### src/rtl/ltpf_pkg.sv
// Shared types and constants for the line temporal persistence filter.
// Used by ltpf_line_match and line_temporal_persistence_filter; no dependencies.
`default_nettype none

package ltpf_pkg;

	// History ring geometry
	localparam int QUEUE_DEPTH     = 8;
	localparam int LINES_PER_FRAME = 16;
	localparam int RING_SLOTS      = QUEUE_DEPTH + 1;
	localparam int SLOT_W          = (RING_SLOTS > 1) ? $clog2(RING_SLOTS) : 1;
	localparam int IDX_W           = (LINES_PER_FRAME > 1) ? $clog2(LINES_PER_FRAME) : 1;
	localparam int CNT_W           = $clog2(LINES_PER_FRAME + 1);
	localparam int ADDR_W          = $clog2(RING_SLOTS * LINES_PER_FRAME);
	localparam int HELD_W          = $clog2(QUEUE_DEPTH + 1);

	// Field widths
	localparam int ANGLE_W    = 13;
	localparam int OFFSET_W   = 16;
	localparam int INLIER_W   = 16;
	localparam int HIST_W     = 4;
	localparam int MINM_W     = 4;
	localparam int ATOL_W     = 12;
	localparam int OTOL_W     = 16;
	localparam int SIC_W      = 16;
	localparam int FM_W       = 4;
	localparam int CFG_IDX_W  = 3;
	localparam int CFG_DATA_W = 16;
	localparam int S_TDATA_W  = 48;
	localparam int M_TDATA_W  = 8;

	// Angle wrap points, 1/16 degree
	localparam logic [ANGLE_W-1:0] HALF_TURN = 13'd2880;
	localparam logic [ANGLE_W-1:0] FULL_TURN = 13'd5760;

	// Register reset values
	localparam logic [HIST_W-1:0] HIST_FRAMES_RST = 4'd4;
	localparam logic [MINM_W-1:0] MIN_MATCHED_RST = 4'd2;
	localparam logic [ATOL_W-1:0] ANGLE_TOL_RST   = 12'd80;
	localparam logic [OTOL_W-1:0] OFFSET_TOL_RST  = 16'd320;
	localparam logic [SIC_W-1:0]  STRONG_INL_RST  = 16'd200;

	// Configuration register indexes
	typedef enum logic [CFG_IDX_W-1:0] {
		REG_HIST_FRAMES = 3'd0,
		REG_MIN_MATCHED = 3'd1,
		REG_ANGLE_TOL   = 3'd2,
		REG_OFFSET_TOL  = 3'd3,
		REG_STRONG_INL  = 3'd4
	} cfg_reg_t;

	// One stored line
	typedef struct packed {
		logic        [ANGLE_W-1:0]  angle;
		logic signed [OFFSET_W-1:0] offset;
	} hist_entry_t;

	// Scan token entering the compare stage
	typedef struct packed {
		logic valid;
		logic last;   // final entry of the frame being scanned
	} scan_tok_t;

	// Compare stage result
	typedef struct packed {
		logic valid;
		logic last;
		logic hit;
	} scan_res_t;

endpackage

`default_nettype wire

### src/rtl/ltpf_line_match.sv
// Compare stage: matches one stored line against the query line.
// Depends on ltpf_pkg; result is registered in the cycle after the read data.
`default_nettype none

module ltpf_line_match (
	input  wire                                  clk,
	input  wire                                  arst_n,
	input  wire ltpf_pkg::scan_tok_t             tok_s1,
	input  wire ltpf_pkg::hist_entry_t           entry_s1,
	input  wire        [ltpf_pkg::ANGLE_W-1:0]   q_angle,
	input  wire signed [ltpf_pkg::OFFSET_W-1:0]  q_offset,
	input  wire        [ltpf_pkg::ATOL_W-1:0]    angle_tol,
	input  wire        [ltpf_pkg::OTOL_W-1:0]    offset_tol,
	output ltpf_pkg::scan_res_t                  res_s2
);
	import ltpf_pkg::*;

	logic        [ANGLE_W-1:0]  ang_diff;
	logic        [ANGLE_W-1:0]  ang_wrap;
	logic        [ANGLE_W-1:0]  ang_fold;
	logic signed [OFFSET_W:0]   off_diff;
	logic        [OFFSET_W:0]   off_mag;
	logic                       hit;

	// Angle distance, folded at half a turn
	always_comb begin
		ang_diff = (entry_s1.angle > q_angle) ? (entry_s1.angle - q_angle)
		                                      : (q_angle - entry_s1.angle);
		ang_wrap = (ang_diff > FULL_TURN) ? (ang_diff - FULL_TURN) : (FULL_TURN - ang_diff);
		ang_fold = (ang_diff > HALF_TURN) ? ang_wrap : ang_diff;
	end

	// Offset distance, 17-bit signed difference
	always_comb begin
		off_diff = (OFFSET_W+1)'(entry_s1.offset) - (OFFSET_W+1)'(q_offset);
		off_mag  = off_diff[OFFSET_W] ? (OFFSET_W+1)'(-off_diff) : (OFFSET_W+1)'(off_diff);
		hit      = (ang_fold <= {1'b0, angle_tol}) && (off_mag <= {1'b0, offset_tol});
	end

	// Result register
	always_ff @(posedge clk or negedge arst_n) begin
		if (!arst_n) begin
			res_s2 <= '0;
		end else begin
			res_s2.valid <= tok_s1.valid;
			res_s2.last  <= tok_s1.last;
			res_s2.hit   <= hit;
		end
	end

endmodule

`default_nettype wire

### src/rtl/line_temporal_persistence_filter.sv
// Top level of the line temporal persistence filter: history memory, scan sequencer,
// match accumulation and output register. Depends on ltpf_pkg and ltpf_line_match.
//
// Channel   Dir  Handshake          Payload
// s_*       in   tvalid/tready      tuser = op (1 = end of frame), tdata = line
// m_*       out  tvalid/tready      tdata = keep, frames_matched, not_stored
// cfg_*     in   cfg_we             cfg_index, cfg_data (no read-back)
//
// A line word is compared with each line held in every searched frame; the single
// read port of the history memory scans one entry a cycle. An end-of-frame word
// gives no result. arst_n clears counters, configuration and control; the history
// memory, query and output data registers are not cleared.
// A finished result waits in the output register while the next word is scanned;
// the scan only stalls at its end if that register is still occupied.
`default_nettype none

module line_temporal_persistence_filter (
	input  wire                                  clk,
	input  wire                                  arst_n,
	// input stream
	input  wire                                  s_tvalid,
	output logic                                 s_tready,
	input  wire [ltpf_pkg::S_TDATA_W-1:0]        s_tdata,   // angle[12:0], offset[28:13],
	                                                        // inlier_count[44:29], zero[47:45]
	input  wire                                  s_tuser,   // op
	// output stream
	output logic                                 m_tvalid,
	input  wire                                  m_tready,
	output logic [ltpf_pkg::M_TDATA_W-1:0]       m_tdata,   // keep[0], frames_matched[4:1],
	                                                        // not_stored[5], zero[7:6]
	// configuration
	input  wire                                  cfg_we,
	input  wire [ltpf_pkg::CFG_IDX_W-1:0]        cfg_index,
	input  wire [ltpf_pkg::CFG_DATA_W-1:0]       cfg_data
);
	import ltpf_pkg::*;

	localparam int SRCH_W = (HELD_W > HIST_W) ? HELD_W : HIST_W;
	localparam int KCMP_W = (HELD_W > MINM_W) ? HELD_W : MINM_W;

	typedef enum logic [3:0] {
		ST_IDLE   = 4'b0001,
		ST_SEARCH = 4'b0010,
		ST_DRAIN  = 4'b0100,
		ST_DONE   = 4'b1000
	} state_t;

	// Configuration registers
	logic [HIST_W-1:0] hist_frames_q;
	logic [MINM_W-1:0] min_matched_q;
	logic [ATOL_W-1:0] angle_tol_q;
	logic [OTOL_W-1:0] offset_tol_q;
	logic [SIC_W-1:0]  strong_inl_q;

	// Ring state
	state_t            state_q;
	logic [SLOT_W-1:0] cur_slot_q;
	logic [HELD_W-1:0] held_q;
	logic [CNT_W-1:0]  cur_cnt_q;
	logic [CNT_W-1:0]  slot_cnt_q [RING_SLOTS];

	// Query line
	logic        [ANGLE_W-1:0]  q_angle_q;
	logic signed [OFFSET_W-1:0] q_offset_q;
	logic        [INLIER_W-1:0] q_inl_q;
	logic                       not_stored_q;

	// Scan sequencer
	logic [SLOT_W-1:0] scan_slot_q;
	logic [IDX_W-1:0]  scan_idx_q;
	logic [HELD_W-1:0] frames_left_q;
	logic [CNT_W-1:0]  scan_n;
	logic              scan_last;
	logic              scan_issue;
	logic [ADDR_W-1:0] rd_addr;

	// Pipeline and accumulation
	scan_tok_t         tok_s1;
	hist_entry_t       rd_s1;
	scan_res_t         res_s2;
	logic              frame_hit_q;
	logic [HELD_W-1:0] matched_q;
	logic              fhit;

	// Memory
	hist_entry_t       hist_mem [RING_SLOTS*LINES_PER_FRAME];
	logic              wr_en;
	logic [ADDR_W-1:0] wr_addr;
	hist_entry_t       wr_entry;

	// Output register
	logic                 m_tvalid_q;
	logic [M_TDATA_W-1:0] m_tdata_q;

	// Misc
	logic              in_acc;
	logic              line_acc;
	logic              eof_acc;
	logic              store;
	logic [SLOT_W-1:0] prev_slot;
	logic [SLOT_W-1:0] next_slot;
	logic [SLOT_W-1:0] scan_prev;
	logic [SRCH_W-1:0] searched;
	logic              keep;
	logic              out_load;

	// Input decode and acceptance
	assign s_tready = (state_q == ST_IDLE);
	assign in_acc   = s_tvalid && s_tready;
	assign line_acc = in_acc && !s_tuser;
	assign eof_acc  = in_acc && s_tuser;
	assign store    = (cur_cnt_q < CNT_W'(LINES_PER_FRAME));

	// Ring slot neighbors
	always_comb begin
		prev_slot = (cur_slot_q == '0) ? SLOT_W'(RING_SLOTS - 1) : (cur_slot_q - 1'b1);
		next_slot = (cur_slot_q == SLOT_W'(RING_SLOTS - 1)) ? '0 : (cur_slot_q + 1'b1);
		scan_prev = (scan_slot_q == '0) ? SLOT_W'(RING_SLOTS - 1) : (scan_slot_q - 1'b1);
	end

	// Frames searched: min(history_frames, frames held)
	always_comb begin
		if (SRCH_W'(hist_frames_q) < SRCH_W'(held_q)) begin
			searched = SRCH_W'(hist_frames_q);
		end else begin
			searched = SRCH_W'(held_q);
		end
	end

	// Configuration writes
	always_ff @(posedge clk or negedge arst_n) begin
		if (!arst_n) begin
			hist_frames_q <= HIST_FRAMES_RST;
			min_matched_q <= MIN_MATCHED_RST;
			angle_tol_q   <= ANGLE_TOL_RST;
			offset_tol_q  <= OFFSET_TOL_RST;
			strong_inl_q  <= STRONG_INL_RST;
		end else if (cfg_we) begin
			unique case (cfg_index)
				REG_HIST_FRAMES: hist_frames_q <= cfg_data[HIST_W-1:0];
				REG_MIN_MATCHED: min_matched_q <= cfg_data[MINM_W-1:0];
				REG_ANGLE_TOL:   angle_tol_q   <= cfg_data[ATOL_W-1:0];
				REG_OFFSET_TOL:  offset_tol_q  <= cfg_data[OTOL_W-1:0];
				REG_STRONG_INL:  strong_inl_q  <= cfg_data[SIC_W-1:0];
				default: ;
			endcase
		end
	end

	// Ring bookkeeping: store on line, advance on end of frame
	always_ff @(posedge clk or negedge arst_n) begin
		if (!arst_n) begin
			cur_slot_q <= '0;
			held_q     <= '0;
			cur_cnt_q  <= '0;
			for (int i = 0; i < RING_SLOTS; i++) begin
				slot_cnt_q[i] <= '0;
			end
		end else if (eof_acc) begin
			cur_slot_q            <= next_slot;
			held_q                <= (held_q < HELD_W'(QUEUE_DEPTH)) ? (held_q + 1'b1) : held_q;
			slot_cnt_q[next_slot] <= '0;
			cur_cnt_q             <= '0;
		end else if (line_acc && store) begin
			cur_cnt_q              <= cur_cnt_q + 1'b1;
			slot_cnt_q[cur_slot_q] <= cur_cnt_q + 1'b1;
		end
	end

	// Query capture
	always_ff @(posedge clk) begin
		if (line_acc) begin
			q_angle_q    <= s_tdata[ANGLE_W-1:0];
			q_offset_q   <= s_tdata[ANGLE_W+OFFSET_W-1:ANGLE_W];
			q_inl_q      <= s_tdata[ANGLE_W+OFFSET_W+INLIER_W-1:ANGLE_W+OFFSET_W];
			not_stored_q <= !store;
		end
	end

	// Scan address generation
	always_comb begin
		scan_n     = slot_cnt_q[scan_slot_q];
		scan_last  = ((CNT_W'(scan_idx_q) + 1'b1) == scan_n);
		scan_issue = (state_q == ST_SEARCH) && (frames_left_q != '0) && (scan_n != '0);
		rd_addr    = ADDR_W'(scan_slot_q) * ADDR_W'(LINES_PER_FRAME) + ADDR_W'(scan_idx_q);
	end

	// Write port: the current slot is never scanned, so no hazard with reads
	always_comb begin
		wr_en           = line_acc && store;
		wr_addr         = ADDR_W'(cur_slot_q) * ADDR_W'(LINES_PER_FRAME) + ADDR_W'(cur_cnt_q);
		wr_entry.angle  = s_tdata[ANGLE_W-1:0];
		wr_entry.offset = s_tdata[ANGLE_W+OFFSET_W-1:ANGLE_W];
	end

	// History memory, registered read
	always_ff @(posedge clk) begin
		if (wr_en) begin
			hist_mem[wr_addr] <= wr_entry;
		end
		if (scan_issue) begin
			rd_s1 <= hist_mem[rd_addr];
		end
	end

	// Scan token alongside read data
	always_ff @(posedge clk or negedge arst_n) begin
		if (!arst_n) begin
			tok_s1 <= '0;
		end else begin
			tok_s1.valid <= scan_issue;
			tok_s1.last  <= scan_last;
		end
	end

	ltpf_line_match u_match (
		.clk        (clk),
		.arst_n     (arst_n),
		.tok_s1     (tok_s1),
		.entry_s1   (rd_s1),
		.q_angle    (q_angle_q),
		.q_offset   (q_offset_q),
		.angle_tol  (angle_tol_q),
		.offset_tol (offset_tol_q),
		.res_s2     (res_s2)
	);

	// Per-frame hit accumulation
	assign fhit = frame_hit_q || res_s2.hit;

	always_ff @(posedge clk or negedge arst_n) begin
		if (!arst_n) begin
			frame_hit_q <= 1'b0;
			matched_q   <= '0;
		end else if (line_acc) begin
			frame_hit_q <= 1'b0;
			matched_q   <= '0;
		end else if (res_s2.valid) begin
			if (res_s2.last) begin
				matched_q   <= matched_q + HELD_W'(fhit);
				frame_hit_q <= 1'b0;
			end else begin
				frame_hit_q <= fhit;
			end
		end
	end

	// Decision and output load
	assign keep     = (q_inl_q > strong_inl_q) || (KCMP_W'(matched_q) >= KCMP_W'(min_matched_q));
	assign out_load = (state_q == ST_DONE) && (!m_tvalid_q || m_tready);

	// Sequencer
	always_ff @(posedge clk or negedge arst_n) begin
		if (!arst_n) begin
			state_q       <= ST_IDLE;
			scan_slot_q   <= '0;
			scan_idx_q    <= '0;
			frames_left_q <= '0;
		end else begin
			unique case (state_q)
				ST_IDLE: begin
					if (line_acc) begin
						state_q       <= ST_SEARCH;
						scan_slot_q   <= prev_slot;
						scan_idx_q    <= '0;
						frames_left_q <= HELD_W'(searched);
					end
				end
				ST_SEARCH: begin
					if (frames_left_q == '0) begin
						state_q <= ST_DRAIN;
					end else if ((scan_n == '0) || scan_last) begin
						scan_idx_q    <= '0;
						scan_slot_q   <= scan_prev;
						frames_left_q <= frames_left_q - 1'b1;
					end else begin
						scan_idx_q <= scan_idx_q + 1'b1;
					end
				end
				ST_DRAIN: begin
					if (!tok_s1.valid && !res_s2.valid) begin
						state_q <= ST_DONE;
					end
				end
				ST_DONE: begin
					if (out_load) begin
						state_q <= ST_IDLE;
					end
				end
				default: state_q <= ST_IDLE;
			endcase
		end
	end

	// Output register
	always_ff @(posedge clk or negedge arst_n) begin
		if (!arst_n) begin
			m_tvalid_q <= 1'b0;
		end else if (out_load) begin
			m_tvalid_q <= 1'b1;
		end else if (m_tready) begin
			m_tvalid_q <= 1'b0;
		end
	end

	always_ff @(posedge clk) begin
		if (out_load) begin
			m_tdata_q <= {2'b00, not_stored_q, FM_W'(matched_q), keep};
		end
	end

	assign m_tvalid = m_tvalid_q;
	assign m_tdata  = m_tdata_q;

	// Checks
	a_idle_pipe_empty: assert property (@(posedge clk) disable iff (!arst_n)
		(state_q == ST_IDLE) |-> (!tok_s1.valid && !res_s2.valid))
		else $error("scan pipeline busy while idle");

	a_slot_range: assert property (@(posedge clk) disable iff (!arst_n)
		(int'(cur_slot_q) < RING_SLOTS) && (int'(held_q) <= QUEUE_DEPTH))
		else $error("ring pointer or frame count out of range");

	a_match_bound: assert property (@(posedge clk) disable iff (!arst_n)
		(state_q == ST_DONE) |-> (SRCH_W'(matched_q) <= searched))
		else $error("more matched frames than searched");

	a_out_from_done: assert property (@(posedge clk) disable iff (!arst_n)
		$rose(m_tvalid_q) |-> $past(state_q == ST_DONE))
		else $error("result presented outside of completion");

endmodule

`default_nettype wire
### config.mk
export PLATFORM = sky130hd
export DESIGN_NAME = line_temporal_persistence_filter
export DESIGN_NICKNAME = d
export VERILOG_FILES = /design/src/rtl/ltpf_pkg.sv /design/src/rtl/ltpf_line_match.sv /design/src/rtl/line_temporal_persistence_filter.sv
export SDC_FILE = /design/constraint.sdc
export NUM_CORES = 2
export LEC_CHECK = 0
export BUFFER_PORTS_ARGS = -buffer_cell sky130_fd_sc_hd__buf_2
export CORE_ASPECT_RATIO = 0.9
export CORE_MARGIN = 2
export CORE_UTILIZATION = 57
export DETAILED_ROUTE_END_ITERATION = 12
export HOLD_SLACK_MARGIN = 0.1
export PLACE_DENSITY = 0.76
export SYNTH_ARGS = -nofsm -noshare
export SYNTH_HDL_FRONTEND = slang
export SYNTH_HIERARCHICAL = 1
export SYNTH_MEMORY_MAX_BITS = 65536
export SYNTH_SLANG_ARGS = --single-unit
### constraint.sdc
create_clock -name clk -period 5.13 [get_ports clk]
set_input_delay 0.513 -clock clk [delete_from_list [all_inputs] [get_ports clk]]
set_output_delay 0.513 -clock clk [all_outputs]
set_load 0.03 [all_outputs]
After elaboration in Yosys (flattened, before gate mapping):

Memories as Yosys holds them, arrays and structs flattened. A register that Yosys moved wholly into a read port is not among the register bits.
Cells that the tools add are included.

* output and inout bits: 10
* word-level logic and storage cells: 177
* register bits after elaboration: 189
* RAM bits: 4176
* input bits: 73
* memories: 1

* bitwise gates (word level): 5
* equality and inequality tests: 16
* $add $sub $neg: 17
* mux-type cells: 47
* $lt $le $gt $ge: 15
* reduce and logical (&&, ||, !) cells: 42

Memories
* hist_mem: depth 144, width 29, rd ports 1, clocked after memory_dff 1, write ports 1, RTL line line_temporal_persistence_filter.sv:86 `hist_entry_t hist_mem [RING_SLOTS*LINES_PER_FRAME];`

Operators by type and width (number)
* 2-to-1 mux 45 bit: 2
* 2-to-1 mux 4 bit: 20
* bitwise AND 45 bit: 1
* bitwise mux 45 bit: 1
* inverter 45 bit: 1
* demux 5 bit (select 4 bit): 2
* 2-to-1 mux 13 bit: 3
* 2-to-1 mux 5 bit: 6
* subtractor 13 bit: 2
* case mux 4 bit (2 select lines): 3
* binary-select mux 5 bit (select 4 bit): 1
* less-or-equal comparator 17 x 16 -> 1 bit: 1
* 2-to-1 mux 17 bit: 1
* negation 17 bit: 1
* subtractor 16 x 16 -> 17 bit: 1
* > comparator 16 bit: 1
* case mux 4 bit (4 select lines): 1
* greater-or-equal comparator 5 bit (second input constant): 3
* inverter 4 -> 5 bit: 3
* AND reduction 2 bit: 7
* > comparator 13 x 12 -> 1 bit (second input constant): 1
* > comparator 13 bit: 1
* > comparator 13 bit (second input constant): 1
* less-or-equal comparator 13 x 12 -> 1 bit: 1
* 36 further kinds: 77

Depth between registers and ports, before layout:

* depth in word-level cells: 10
* mapped depth: 28
* depth with buffers taken out: 27

Cells and area by module:

Netlist, hierarchy kept.

By module, submodules not included
* line_temporal_persistence_filter: cells an instance 6984, area each 168028.7 um^2, times used 1, sequential area each 131198.3 um^2
* ltpf_line_match: cells an instance 518, area each 3807.4 um^2, times used 1, sequential area each 75.1 um^2

Least setup slack after synthesis:

No wires, ideal clock.

* kind: flip-flop to flip-flop
* start: register, netlist name rd_s1[26]
* end: register, netlist name u_match/res_s2[0]
* cell stages (with the launch flop): 29
* data required time: 5.048 ns
* path buffers: 3
* period minus slack after synthesis: 5.276 ns
* arrival time: 5.194 ns
* setup time: 0.082 ns
* slack: -0.146 ns
* path through: edfxtp_1 -> inv_1 -> ha_1 -> buf_6 -> a211o_1 -> a211o_1 -> nand2b_4 -> o21a_4 -> buf_12 -> o21ai_2 -> nand3_1 -> nor3_2 -> a31oi_1 -> a2bb2oi_2 -> buf_6 -> nand2_1 -> mux2i_1 -> ha_1 -> nor2b_1 -> o21a_1 -> o21a_1 -> o21ai_0 -> a21oi_1 -> o31a_1 -> o21a_1 -> o21ai_0 -> a21oi_1 -> or3_1 -> a31oi_1

* longest elaborated chain between the ends: 7
* elaborated cells between the ends (all ways): 12
* those cells by class: add/sub (4); order compare (4); mux (3); reduce/logical (1)

RTL lines
* subtractor 13 bit, or another cell as far along: RTL line ltpf_line_match.sv:28 `: (q_angle - entry_s1.angle);`
* 2-to-1 mux 13 bit (*): RTL line ltpf_line_match.sv:27 `ang_diff = (entry_s1.angle > q_angle) ? (entry_s1.angle - q_angle)`
* subtractor 13 bit / > comparator 13 bit (equally long branches): RTL line ltpf_line_match.sv:29 `ang_wrap = (ang_diff > FULL_TURN) ? (ang_diff - FULL_TURN) : (FULL_TURN - ang_diff);`
* 2-to-1 mux 13 bit: RTL line ltpf_line_match.sv:29
* 2-to-1 mux 13 bit (*): RTL line ltpf_line_match.sv:30 `ang_fold = (ang_diff > HALF_TURN) ? ang_wrap : ang_diff;`
* less-or-equal comparator 13 x 12 -> 1 bit (*): RTL line ltpf_line_match.sv:37 `hit = (ang_fold <= {1'b0, angle_tol}) && (off_mag <= {1'b0, offset_tol});`
* logical AND 1 bit (*): RTL line ltpf_line_match.sv:37
* named net u_match.hit: RTL line ltpf_line_match.sv:23 `logic hit;`

The timed path passes the listed nets; every way through them passes the cells marked *.
A chain may end at the register's enable or synchronous reset.

Worst setup path in the final report:

* start: register, netlist name rd_s1[27]
* end: register, netlist name u_match/res_s2[0]

* longest elaborated chain between the ends: 7
* elaborated cells between the ends (all ways): 12
* those cells by class: add/sub (4); order compare (4); mux (3); reduce/logical (1)

RTL lines (RTL line)
* subtractor 13 bit, or another cell as far along: ltpf_line_match.sv:28
* 2-to-1 mux 13 bit (*): ltpf_line_match.sv:27
* subtractor 13 bit / > comparator 13 bit (equally long branches): ltpf_line_match.sv:29
* 2-to-1 mux 13 bit: ltpf_line_match.sv:29
* 2-to-1 mux 13 bit (*): ltpf_line_match.sv:30
* less-or-equal comparator 13 x 12 -> 1 bit (*): ltpf_line_match.sv:37
* logical AND 1 bit (*): ltpf_line_match.sv:37
* named net u_match.hit: ltpf_line_match.sv:23

Marked as above.

==> run_results.csv <==
group,metric,value,unit
outcome,status,"complete, but fails checks",
outcome,violations,"negative setup slack",
worst_setup_path,path_common_cell,"o21a_1",
floorplanning,core,300000,µm²
logic_synthesis,synthCells,7502,
timing,min_period_over_period,1.02,
logic_synthesis,yosysMostFrequentCell,"edfxtp_1",
finish,utilization,0.650,
logic_synthesis,yosysSeqAreaShare,0.764,
floorplanning,start_util,0.572,
logic_synthesis,yosysTopAreaCell,"edfxtp_1",
timing,worst_pin_slew,1350,ps
finish,drive_gt1_frac,0.323,
finish,multi_input_area,39700,µm²
timing,setup_viol,1,
drt,vias,86900,
logic_synthesis,synthFlopType,"edfxtp_1",
drt,routedWlPerCell,37.3,µm
floorplanning,die_h,525,µm
floorplanning,pin_count,83,
finish,stdcell_area,195000,µm²
logic_synthesis,ys_seq_elements,4394,
logic_synthesis,syn_area,172000,µm²
finish,areaGrowthSynthToFinish,13.6,%
clock_tree,clock_sinks,4394,
pwr,peakVddDrop,0.312,mV
logic_synthesis,yosysUniqueCellTypes,90,
finish,ff_latch_area,131000,µm²
global_routing,antenna_found_initial,31,
clock_tree,cts_root_buf,"clkbuf_16",
timing,fin_skew,61.5,ps
finish,fin_cells,12500,
drt,ant_nets,0,
global_routing,grt_max_degree,104,
job,drv_cap,0,
worst_setup_path,cp_max_fo,5,
worst_setup_path,worstSetupPathType,"reg -> reg",
timing,setup_slack,-87.6,ps
placement,gp_congestion,0.859,
clock_tree,numCtsBuffers,414,
floorplanning,die-area,306000,µm²
logic_synthesis,yosysTopAreaCellShare,0.744,
hold_path,min_path_type,"in -> reg",
worst_setup_path,end_kind,"flip-flop",
timing,rsz0062_at_grt,"yes",
finish,fin_nets,8348,
global_routing,grt_use_total,0.306,
timing,slew_viol_final,0,
clock_tree,htree_levels,5,
logic_synthesis,postSynthAreaPerCell,22.9,µm²
worst_setup_path,critPathMaxStageDelay,400,ps
logic_synthesis,synth_area_leaders,"edfxtp_1 74%, mux4_2 17%, dfrtp_1 1.8%, ha_1 0.81%, nor2_1 0.48%",
placement,detailed_place.area,181000,µm²
logic_synthesis,async_reset_ff_frac,0.0312,
logic_synthesis,yosysWarnings,6,
worst_setup_path,cp.arrival,6100,ps
drt,remaining_drc_errors,0,
global_routing,grt_pass1_wl,658,mm
clock_tree,worstSkewPairLatency,1000,ps
clock_tree,clockBufferDepth,4,
worst_setup_path,worst_path_max_delay_cell,"edfxtp_1",
timing,period_needed,5220,ps
timing,max_slew_margin,0.102,
floorplanning,fp-row-count,191,
drt,vias_per_cell,6.97,
placement,placed_cells,11700,
global_routing,grt_pass1_vias,88100,
timing,hold_viol,0,
global_routing,grt-ovfl-total,0,
logic_synthesis,synth_common_cells,"4257 x edfxtp_1, 1313 x mux4_2, 219 x nor2_1",
timing,fmax,192,MHz
drt,firstDrtPassIters,6,
finish,nFillCells,18200,
floorplanning,die_w,583,µm
worst_setup_path,cp.required,6010,ps
placement,hpwlAfterDp,250,mm
logic_synthesis,synth_edf_count,4257,
clock_tree,clkTransAtPathRegs,60,ps
worst_setup_path,start_kind,"flip-flop",
pwr,power_density,437,nW/µm²
pwr,p_leak,0.0603,µW
placement,io_buffers,77,
drt,first_iter_violations,14500,
drt,drt-total-wl,465,mm
clock_tree,cts_tree,"built",
-- per-layer routing --
metal / share of wire / vias to the layer above / global-route usage
met5: 0.00022 / - / 0
met4: 0.045 / 16 / 0.117
met3: 0.14 / 1015 / 0.0828
met2: 0.47 / 7045 / 0.476
met1: 0.34 / 45600 / 0.419
li1: - / 33300 / -
-- sequential cells by signal (all words and copies together) (netlist names), 5 cells and up --
register	count
angle_tol_q	12
cur_cnt_q	5
hist_mem	4176
m_tdata	6
offset_tol_q	16
q_angle_q	13
q_inl_q	16
q_offset_q	16
rd_s1	29
slot_cnt_q	45
strong_inl_q	16
-- logic make-up (layout without fill, tap and decap cells) --
logic type / after synthesis / after routing / synth area share
AO/OA/AOI/OAI: 469 / 470 / 0.0193
XOR/XNOR: 57 / 57 / 0.00317
adder cells (fa/ha/maj): 114 / 114 / 0.00843
buffers and inverters: 507 / 1505 / 0.0126
flip-flops: 4394 / 4394 / 0.764
multiplexers: 1392 / 1392 / 0.177
other: 1 / 19 / 0.0000218
AND/OR/NAND/NOR: 568 / 568 / 0.0154
-- worst paths after layout --
| kind | from | end | slack [ps] | depth (start not counted) |
|---|---|---|---|---|
| worst max register to register | rd_s1[27] | u_match/res_s2[0] | -90 | 27 |
| worst max-delay path | rd_s1[27] | u_match/res_s2[0] | -90 | 27 |
| worst min-delay path | s_tdata[0] | hist_mem[95][16] | 140 | 1 |
| max in group asynchronous | arst_n | slot_cnt_q[24] | 3630 | 3 |
| worst min register to register | tok_s1[0] | u_match/res_s2[1] | 390 | 0 |
| min in group asynchronous | arst_n | strong_inl_q[4] | 210 | 2 |
-- layout make-up --
cell class,instances,area share
Clock buffer,511,0.0555
Timing Repair Buffer,627,0.0279
Antenna cell,17,0.000218
Sequential cell,4394,0.673
Clock inverter,246,0.0122
Multi-Input combinational cell,2603,0.204
Inverter,121,0.00233
Tap cell,3956,0.0254
-- critical path, delay by kind of cell, from the launching register on --
kind            cells  cell delay (ps)
simple gates        4              790
xor+xnor            2              370
buf+inv             4              580
mux                 1              140
flops               1              400
compound gates     14             2360
fa+ha+maj           2              510
-- report_power, final --
part | total [µW] | switching [µW] | internal, µW
sequential | 40100 | 372 | 39700
clock | 30200 | 13300 | 16900
combinational | 14900 | 8460 | 6460
total | 85300 | 22200 | 63100
-- stage by stage --
| step | hold slack (ps) | total power (µW) | setup TNS (ps) | setup slack [ps] |
|---|---|---|---|---|
| 2_1_floorplan | 217 | 49600 | 0 | 10.7 |
| 3_3_place_gp | 376 | 55000 | -444 | -444 |
| 3_5_place_dp | 369 | 55200 | -349 | -349 |
| 4_1_cts | 109 | 85200 | -22.4 | -22.4 |
| 5_1_grt | 133 | 87300 | -306 | -306 |
| 6_report | 143 | 85300 | -87.6 | -87.6 |
-- cells in the final DEF, fill, tap and decap left out, drive strengths merged, types with 22 or more instances in the layout --
master and instances:
nor3 33, buf 583, o21a 22, nand2 150, clkbuf 511, a21oi 83
clkinv 179, dlygate4sd3 44, bufinv 37, mux4 1313, nor2b 25, nand3 37
xnor2 37, edfxtp 4257, ha 111, a221o 28, mux2i 35, o21ai 89
inv 136, a21o 25, nor2 220, mux2 44, dfrtp 127, a22oi 88
-- repair_timing --
action                                 4_1_cts  5_1_grt
hold buffers                                44        0
cloned                                       1        0
endpoints found under the hold margin      240        0
setup endpoints to repair                    1        1
setup buffers                                4        1
pin swaps                                   17        3
gates resized for setup                     18       13
No activity file was read; power rests on OpenSTA's default activity.
